===== src/rtl/nncc_pkg.sv =====
// Package: widths, controller states and datapath operations.
`timescale 1ns / 1ps
`default_nettype none
package nncc_pkg;
    localparam int OPERAND_BITS = 31;
    localparam int OB           = OPERAND_BITS;
    localparam int CW           = OB + 2;          // signed Bezout coefficient
    localparam int DW           = 2 * OB;          // long dividend / product
    localparam int CNTW         = $clog2(DW + 1);

    typedef enum logic [4:0] {
        ST_IDLE, ST_CHK, ST_ZWAIT, ST_GCD_TEST, ST_GCD_WAIT, ST_GCD_UPD,
        ST_XD_WAIT, ST_N_START, ST_N_WAIT, ST_CM_START, ST_CM_WAIT,
        ST_XR_START, ST_XR_WAIT, ST_MUL_CX, ST_R_START, ST_R_WAIT,
        ST_MUL_AR, ST_FIN, ST_DONE
    } t_state;

    typedef enum logic [4:0] {
        DP_NOP, DP_LOAD, DP_RES_XZERO, DP_DIV_XZ, DP_RES_REMZ, DP_DIV_GCD,
        DP_GCD_MUL, DP_GCD_UPD, DP_DIV_XD, DP_RES_ZERO, DP_SET_XQ, DP_DIV_N,
        DP_SET_N, DP_DIV_CM, DP_SET_CM, DP_DIV_XR, DP_SET_XR, DP_MUL_CX,
        DP_DIV_R, DP_SET_R0, DP_MUL_AR, DP_RES_CMP
    } t_op;

    typedef struct packed {
        t_op op;
    } t_cmd;

    typedef struct packed {
        logic a_zero;
        logic b_zero;
        logic rem_zero;
        logic div_busy;
        logic div_rem_zero;
    } t_status;
endpackage
`default_nettype wire


===== src/rtl/nncc_ctrl.sv =====
// Controller: sequences Euclid iterations and the final scaling steps.
`timescale 1ns / 1ps
`default_nettype none
module nncc_ctrl import nncc_pkg::*; (
    input  wire logic    i_clk,
    input  wire logic    i_rst_n,
    input  wire logic    i_in_valid,
    output logic         o_in_ready,
    output logic         o_out_valid,
    input  wire logic    i_out_ready,
    input  wire t_status i_status,
    output t_cmd         o_cmd
);
    t_state r_state, n_state;

    always_ff @(posedge i_clk) begin
        if (!i_rst_n) r_state <= ST_IDLE;
        else          r_state <= n_state;
    end

    always_comb begin
        n_state = r_state;
        unique case (r_state)
            ST_IDLE:  if (i_in_valid) n_state = ST_CHK;
            ST_CHK: begin
                if (i_status.a_zero && i_status.b_zero)      n_state = ST_DONE;
                else if (i_status.a_zero || i_status.b_zero) n_state = ST_ZWAIT;
                else                                         n_state = ST_GCD_TEST;
            end
            ST_ZWAIT:    if (!i_status.div_busy) n_state = ST_DONE;
            ST_GCD_TEST: n_state = i_status.rem_zero ? ST_XD_WAIT : ST_GCD_WAIT;
            ST_GCD_WAIT: if (!i_status.div_busy) n_state = ST_GCD_UPD;
            ST_GCD_UPD:  n_state = ST_GCD_TEST;
            ST_XD_WAIT: begin
                if (!i_status.div_busy)
                    n_state = i_status.div_rem_zero ? ST_N_START : ST_DONE;
            end
            ST_N_START:  n_state = ST_N_WAIT;
            ST_N_WAIT:   if (!i_status.div_busy) n_state = ST_CM_START;
            ST_CM_START: n_state = ST_CM_WAIT;
            ST_CM_WAIT:  if (!i_status.div_busy) n_state = ST_XR_START;
            ST_XR_START: n_state = ST_XR_WAIT;
            ST_XR_WAIT:  if (!i_status.div_busy) n_state = ST_MUL_CX;
            ST_MUL_CX:   n_state = ST_R_START;
            ST_R_START:  n_state = ST_R_WAIT;
            ST_R_WAIT:   if (!i_status.div_busy) n_state = ST_MUL_AR;
            ST_MUL_AR:   n_state = ST_FIN;
            ST_FIN:      n_state = ST_DONE;
            ST_DONE:     if (i_out_ready) n_state = ST_IDLE;
            default:     n_state = ST_IDLE;
        endcase
    end

    always_comb begin
        o_cmd.op    = DP_NOP;
        o_in_ready  = 1'b0;
        o_out_valid = 1'b0;
        unique case (r_state)
            ST_IDLE: begin
                o_in_ready = 1'b1;
                if (i_in_valid) o_cmd.op = DP_LOAD;
            end
            ST_CHK: begin
                if (i_status.a_zero && i_status.b_zero)      o_cmd.op = DP_RES_XZERO;
                else if (i_status.a_zero || i_status.b_zero) o_cmd.op = DP_DIV_XZ;
            end
            ST_ZWAIT:    if (!i_status.div_busy) o_cmd.op = DP_RES_REMZ;
            ST_GCD_TEST: o_cmd.op = i_status.rem_zero ? DP_DIV_XD : DP_DIV_GCD;
            ST_GCD_WAIT: if (!i_status.div_busy) o_cmd.op = DP_GCD_MUL;
            ST_GCD_UPD:  o_cmd.op = DP_GCD_UPD;
            ST_XD_WAIT: begin
                if (!i_status.div_busy)
                    o_cmd.op = i_status.div_rem_zero ? DP_SET_XQ : DP_RES_ZERO;
            end
            ST_N_START:  o_cmd.op = DP_DIV_N;
            ST_N_WAIT:   if (!i_status.div_busy) o_cmd.op = DP_SET_N;
            ST_CM_START: o_cmd.op = DP_DIV_CM;
            ST_CM_WAIT:  if (!i_status.div_busy) o_cmd.op = DP_SET_CM;
            ST_XR_START: o_cmd.op = DP_DIV_XR;
            ST_XR_WAIT:  if (!i_status.div_busy) o_cmd.op = DP_SET_XR;
            ST_MUL_CX:   o_cmd.op = DP_MUL_CX;
            ST_R_START:  o_cmd.op = DP_DIV_R;
            ST_R_WAIT:   if (!i_status.div_busy) o_cmd.op = DP_SET_R0;
            ST_MUL_AR:   o_cmd.op = DP_MUL_AR;
            ST_FIN:      o_cmd.op = DP_RES_CMP;
            ST_DONE:     o_out_valid = 1'b1;
            default: ;
        endcase
    end
endmodule
`default_nettype wire


===== config.mk =====
export PLATFORM = sky130hd
export DESIGN_NAME = nncc_ctrl
export DESIGN_NICKNAME = d
export VERILOG_FILES = /design/src/rtl/nncc_pkg.sv /design/src/rtl/nncc_ctrl.sv
export SDC_FILE = /design/constraint.sdc
export NUM_CORES = 1
export LEC_CHECK = 0
export ABC_AREA = 1
export BUFFER_PORTS_ARGS = -buffer_cell sky130_fd_sc_hd__buf_2
export CORE_MARGIN = 2
export CORE_UTILIZATION = 54
export DETAILED_ROUTE_END_ITERATION = 7
export HOLD_SLACK_MARGIN = 0.05
export PLACE_DENSITY_LB_ADDON = 0.3
export SLEW_MARGIN = 0
export SYNTH_ARGS = -nofsm -noshare
export SYNTH_HDL_FRONTEND = slang
export SYNTH_SLANG_ARGS = --single-unit

===== constraint.sdc =====
create_clock -name i_clk -period 2.3 [get_ports i_clk]
set_clock_uncertainty 0.2 [all_clocks]
set_input_delay 0.46 -clock i_clk [delete_from_list [all_inputs] [get_ports i_clk]]
set_output_delay 0.46 -clock i_clk [all_outputs]
set_load 0.005 [all_outputs]

==> results.md, run 1 <==
- Max Clk Rate: 0.443 GHz
- Vias in the first global route: 963
- Clock-pin slew on the worst setup and hold paths: 0.06 ns
- Leak Pwr: 0.000563 uW
- Initial antenna violation count: 0
- Avg Inst Size Synth: 5.50 sq um
- Ys flop type: dfxtp_1
- Ant diodes: 0
- H-tree depth: 1
- Switching Share: 0.539
- Total track usage: 0.291
- Initial Util: 0.559
- Fin crit share: 0.982
- Share of the synthesized area in the top cell type: 0.175
- P_int: 526 uW
- RSZ-0062 raised after global routing: yes
- DRT antenna net count: 0
- Post-synth top area cell: nand2_1
- Setup CP Type: reg -> out
- Fillcell total: 130
- Post-synth EDFFs: 0
- Num CTS Buffers: 3
- PD cells: 1100 mW/mm^2
- Syn_nets: 160
- Core area: 0.00145 sq mm
- Clk buf depth: 2
- Pin count of the biggest net entering global routing: 10
- Peak VDD IR: 0.000757 V
- Most common cell in the synthesized netlist: nand2_1
- Biggest regs: r_state: 5 flops
- Overflow after GRT: 0
- Routed WL: 2.70 mm
- Row count: 14
- Synth top cells by count: nand2_1 (38), nor2_1 (23), inv_1 (19), nand3_1 (13), nor2_2 (7)
- Die ar.: 0.00183 sq mm
- Slew Limit Fails: 0
- Buffers on Ports: 15
- Max reg flops: 5
- Combinational power share: 0.713
- WL/cell: 14.4 um
- Hold slack: 0.249 ns
- Die height: 42.8 um
- Number of DRC markers in iteration 0: 63
- Finished Core Util: 0.714
- DRC viols: 0
- TritonCTS clock tree: done
- Fin crit period: 2.26 ns
- Crit path arrival time: 1.60 ns
- Die X: 42.8 um
- P&R area growth vs syn: 27.7%
- Cell variety after synth: 26
- IO Count: 16
- Worst Tran Pin Value: 0.280 ns
- Final nets: 185
- Clk pwr share: 0.102
- Final number of setup-violating endpoints: 0
- Synth warn: 0
- Setup TNS: 0 ns
- Via density: 5.95
- Worst-Skew Late Latency: 0.27 ns
- Status: finished, final reports clean
- Top cells by area, synth: nand2_1 (18%), dfxtp_1 (12%), nor2_1 (11%), inv_1 (8.8%), nand3_1 (8.0%)
- Global-route wire length before repair: 4.02 mm
- Share of flip-flops with an asynchronous set or reset: 0
- Setup crit start kind: flop
- CP max FO: 6
- Register area share after synthesis: 0.123
- Largest Register: r_state
- Pre-antenna DRT Iters: 4
- Flop and latch count out of synthesis: 5
- Via count: 1,119
- Root buffer cell: clkbuf_4
- Share of layout cells above drive strength 1: 0.349
- Synthesized instance count: 148
- CP Data Required Time: 1.64 ns
- Num Clock Sinks: 5
- RePlAce Congestion: 0.996
- Critical Path End Type: primary output
- Slew HR: 0.812
- Fin. Hold Viols: 0
- Power share of the sequential group: 0.185
- Max-Cap Viols: 0
- Worst hold path type: in -> reg
- Mapped cell area: 813 sq um
- HPWL Detailed: 1.91 mm
- Net Switching: 615 uW
## cells by family after synthesis
group,Yosys count,synth area share
flops,5,0.123
compound gates,11,0.0908
buf+inv,27,0.140
fa+ha+maj,3,0.0462
simple gates,102,0.600
## cell usage in the layout (no fill, tap or decap), drive strengths merged
master   count
nand3       15
a211oi       1
buf         23
nor3b        1
o21ai        3
nand2       43
or2          1
o211a        1
a21oi        3
clkinv       1
dfxtp        5
clkbuf       4
inv         23
nand4        5
nor2        31
ha           3
o2111ai      3
nor3         5
nand3b       1
## timing repair
action	4_1_cts	5_1_grt
setup buffers	3	3
hold buffers	0	0
endpoints found under the setup margin	3	4
pin swaps	0	4
gates resized for setup	8	18
## per-layer routing
layer / routed length [um] / global-route usage
met2: 1200 / 0.455
met5: 0 / 0
met4: 172 / 0.194
met1: 1000 / 0.336
met3: 320 / 0.0894
## critical path, stage by stage (launching register included)
cell      delay, ns
dfxtp_4        0.38
nor2_4         0.16
inv_4          0.08
nor2_4         0.11
inv_2          0.04
or2_1          0.24
o211a_1        0.11
nand3b_1       0.08
buf_2          0.12
## stage by stage
| stage | std cells | power, uW | setup WS, ns | instance area (sq um) |
|---|---|---|---|---|
| 2_1_floorplan | 148 | 689 | 0.422 | 813 |
| 3_3_place_gp | 178 | 855 | 0.153 | 900 |
| 3_5_place_dp | 178 | 853 | 0.165 | 900 |
| 4_1_cts | 185 | 1010 | 0.0126 | 967 |
| 5_1_grt | 188 | 1240 | -0.0558 | 1040 |
| 6_report | 188 | 1140 | 0.0404 | 1040 |
## final cells by class
cell class | instances | area [sq um] | area share
Multi-Input combinational cell | 116 | 643 | 0.619
Sequential cell | 5 | 116 | 0.112
Inverter | 24 | 97.6 | 0.0940
Timing Repair Buffer | 23 | 135 | 0.130
Clock buffer | 4 | 26.3 | 0.0253
Tap cell | 16 | 20.0 | 0.0193
## worst paths after layout
kind,startpoint,endpoint,slack (ns),cells after the start
hold / removal,i_rst_n,r_state[1],0.25,3
hold reg to reg,r_state[3],r_state[3],0.46,4
setup reg to reg,r_state[4],r_state[2],0.45,12
setup / recovery,r_state[3],o_cmd[2],0.04,8
## power by group through the flow
stage / combinational [uW] / clock (uW) / sequential (uW)
6_report: 813 / 117 / 211
5_1_grt: 904 / 124 / 216
4_1_cts: 713 / 108 / 187
3_5_place_dp: 677 / 0 / 176
3_3_place_gp: 682 / 0 / 174
2_1_floorplan: 535 / 0 / 154
Power figures use the tool's default switching activity.
==> run 2, diff against run 1 <==
Settings changed: ABC_AREA 1 to 0, CORE_UTILIZATION 54 to 52.
==> results.md, run 2 <==
- Synth Area in Compound Gates: 0.388 (was 0.0908)
- Via density: 6.07 (was 5.95)
- IO Count: 16 (unchanged)
- Setup CP Type: in -> out (was reg -> out)
- Fillcell total: 117 (was 130)
- Worst hold stages: 3 (unchanged)
- Row count: 13 (was 14)
- Slew Limit Fails: 0 (unchanged)
- Core area: 0.00132 sq mm (was 0.00145 sq mm)
- Post-synth top area cell: dfxtp_1 (was nand2_1)
- Status: finished, final reports clean (unchanged)
- Crit path arrival time: 1.59 ns (was 1.60 ns)
- Flop and latch count out of synthesis: 5 (unchanged)
- H-tree depth: 1 (unchanged)
- Total track usage: 0.245 (was 0.291)
- Fin crit share: 0.979 (was 0.982)
- Register area share after synthesis: 0.136 (was 0.123)
- Slew HR: 0.692 (was 0.812)
- Power share of the sequential group: 0.191 (was 0.185)
- Most frequent cells in the layout: buf_2 (13), nor2_1 (12), buf_4 (12) (was nand2_1 (37), nor2_1 (19), inv_1 (18))
- Pin count of the biggest net entering global routing: 19 (was 10)
- Fin. Hold Viols: 0 (unchanged)
- Biggest regs: r_state: 5 flops (unchanged)
- Clk buf depth: 2 (unchanged)
- Area of the multi-input gates: 588 sq um (was 643 sq um)
- Mapped cell area: 734 sq um (was 813 sq um)
- Cell variety after synth: 36 (was 26)
- RSZ-0062 raised after global routing: yes (unchanged)
- Synthesized instance count: 113 (was 148)
- DRT antenna net count: 0 (unchanged)
- HPWL Detailed: 1.42 mm (was 1.91 mm)
- RePlAce Congestion: 0.903 (was 0.996)
- Reg-to-reg slack, setup: 0.28 ns (was 0.45 ns)
- Post-place setup slack: -0.0920 ns (was 0.165 ns)
- Number of DRC markers in iteration 0: 37 (was 63)
- Max-Cap Viols: 0 (unchanged)
- Global-route wire length before repair: 3.44 mm (was 4.02 mm)
- Placed cell area: 860 sq um (was 900 sq um)
- WL/cell: 13.8 um (was 14.4 um)
- Peak VDD IR: 0.000420 V (was 0.000757 V)
- Net Switching: 486 uW (was 615 uW)
- Via count: 898 (was 1,119)
- DRC viols: 0 (unchanged)
- Overflow after GRT: 0 (unchanged)
- Root buffer cell: clkbuf_4 (unchanged)
- Post-synth EDFFs: 0 (unchanged)
- Largest Register: r_state (unchanged)
- Die X: 41.6 um (was 42.8 um)
- Post-synthesis mux area share: 0 (unchanged)
- Worst hold path type: in -> reg (unchanged)
- Max Clk Rate: 0.444 GHz (was 0.443 GHz)
- Initial antenna violation count: 0 (unchanged)
- Num Clock Sinks: 5 (unchanged)
- Combinational power share: 0.701 (was 0.713)
- CP Data Required Time: 1.64 ns (about the same)
- FF-to-FF path depth: 5 (was 12)
- Final instance area: 942 sq um (was 0.00104 sq mm)
- Pre-antenna DRT Iters: 5 (was 4)
- Hold Path End: r_state[3] (was r_state[1])
- Most common cell after layout, fill and taps aside: buf_2 (was nand2_1)
- PD cells: 1050 mW/mm^2 (was 1100 mW/mm^2)
- Share of the synthesized area in the top cell type: 0.136 (was 0.175)
- Num CTS Buffers: 3 (unchanged)
- TritonCTS clock tree: done (unchanged)
- CP max FO: 2 (was 6)
- Switching Share: 0.491 (was 0.539)
- Avg Inst Size Synth: 6.50 sq um (was 5.50 sq um)
- Final nets: 146 (was 185)
- Syn_nets: 125 (was 160)
- Ys flop type: dfxtp_1 (unchanged)
- Die height: 41.6 um (was 42.8 um)
- Synth warn: 0 (unchanged)
- Adder-Cell Fraction of Synth Area: 0.0511 (was 0.0462)
- Min-delay src: i_rst_n (unchanged)
- Main combinational cell family by area after synthesis: compound AO/OA/AOI/OAI gates (was simple AND/OR/NAND/NOR gates)
- Initial Util: 0.557 (was 0.559)
- Fin crit period: 2.25 ns (was 2.26 ns)
- Worst r2r src: r_state[1] (was r_state[4])
- Die ar.: 0.00173 sq mm (was 0.00183 sq mm)
- Clk pwr share: 0.108 (was 0.102)
- Setup ws final: 0.0479 ns (was 0.0404 ns)
- Setup crit start kind: input pin (was flop)
- Final number of setup-violating endpoints: 0 (unchanged)
- Leak Pwr: 0.000405 uW (was 0.000563 uW)
- Ant diodes: 0 (unchanged)
- Worst Tran Pin Value: 0.451 ns (was 0.280 ns)
- XOR/XNOR share of the synthesized area: 0 (unchanged)
- Share of flip-flops with an asynchronous set or reset: 0 (unchanged)
- Finished Core Util: 0.715 (was 0.714)
- Top cells by area, synth: dfxtp_1 (14%), a21oi_1 (7.5%), o21ai_0 (6.8%), nor2_1 (6.6%), ha_1 (5.1%) (was nand2_1 (18%), dfxtp_1 (12%), nor2_1 (11%), inv_1 (8.8%), nand3_1 (8.0%))
- Synth top cells by count: nor2_1 (13), a21oi_1 (11), nand2_1 (10), o21ai_0 (10), inv_1 (7) (was nand2_1 (38), nor2_1 (23), inv_1 (19), nand3_1 (13), nor2_2 (7))
- P_int: 502 uW (was 526 uW)
- Worst R2R End: r_state[1] (was r_state[2])
- Vias in the first global route: 736 (was 963)
- Routed WL: 2.04 mm (was 2.70 mm)
- Clock-pin slew on the worst setup and hold paths: 0.05 ns (was 0.06 ns)
- P&R area growth vs syn: 28.3% (was 27.7%)
- Most common cell in the synthesized netlist: nor2_1 (was nand2_1)
- Simple-Gate Fraction of Synth Area: 0.308 (was 0.600)
- Max reg flops: 5 (unchanged)
- Flip-flop and latch area: 105 sq um (was 116 sq um)
- Critical Path End Type: primary output (unchanged)
- Buffers on Ports: 15 (unchanged)
- Share of layout cells above drive strength 1: 0.323 (was 0.349)
- Worst-Skew Late Latency: 0.25 ns (was 0.27 ns)
==> run 2: metrics by stage <==
| step | setup TNS, ns | cells | power (uW) | hold slack [ns] |
|---|---|---|---|---|
| floorplan | 0 | 113 | 646 | 0.392 |
| global placement | -0.112 | 144 | 799 | 0.463 |
| detailed placement | -0.0920 | 144 | 809 | 0.478 |
| CTS | -0.0274 | 148 | 933 | 0.287 |
| global route | -0.0187 | 148 | 1070 | 0.325 |
| finish | 0 | 148 | 988 | 0.290 |
==> run 2: how the worst max path moves through the flow <==
| stage | from | endpoint | slack [ns] | depth (start not counted) |
|---|---|---|---|---|
| floorplan | i_status[3] | o_cmd[1] | 0.16 | 6 |
| global placement | i_status[3] | o_cmd[1] | -0.11 | 8 |
| detailed placement | i_status[3] | o_cmd[1] | -0.09 | 8 |
| CTS | i_status[3] | o_cmd[1] | -0.03 | 8 |
| global route | r_state[1] | o_cmd[1] | -0.02 | 5 |
| finish | i_status[3] | o_cmd[1] | 0.05 | 8 |
==> run 2: metal layers <==
metal	share of wire	global-route usage
met1	0.44	0.345
met2	0.48	0.384
met3	0.071	0.0391
met4	0.0025	0.0710
met5	0	0
==> run 2: power groups by stage <==
stage	combinational [uW]	sequential, uW	clock, uW
finish	693	189	107
global route	760	198	114
CTS	648	178	107
detailed placement	632	177	0
global placement	624	175	0
floorplan	520	126	0
==> run 2: cell type report <==
type                            count  area share
Tap cell                           15      0.0199
Inverter                            7      0.0279
Timing Repair Buffer               27       0.189
Sequential cell                     5       0.112
Multi-Input combinational cell     90       0.624
Clock buffer                        4      0.0279
==> run 2: critical path: stages <==
cell and delay [ns]:
buf_6 0.07, inv_2 0.03, ha_2 0.16, or3_4 0.34
a2111oi_4 0.29, a31oi_1 0.06, o21ai_1 0.07, buf_2 0.12
==> run 2: kinds of logic after synthesis <==
kind of cell    after synthesis
simple gates                 45
flops                         5
fa+ha+maj                     3
buf+inv                      18
compound gates               42
==> run 2: what timing repair did <==
item,in CTS,in global routing
hold buffers,0,0
setup endpoints to repair,2,2
hold endpoints to repair,0,0
pin swaps,1,0
gates resized for setup,4,13
setup buffers,0,0
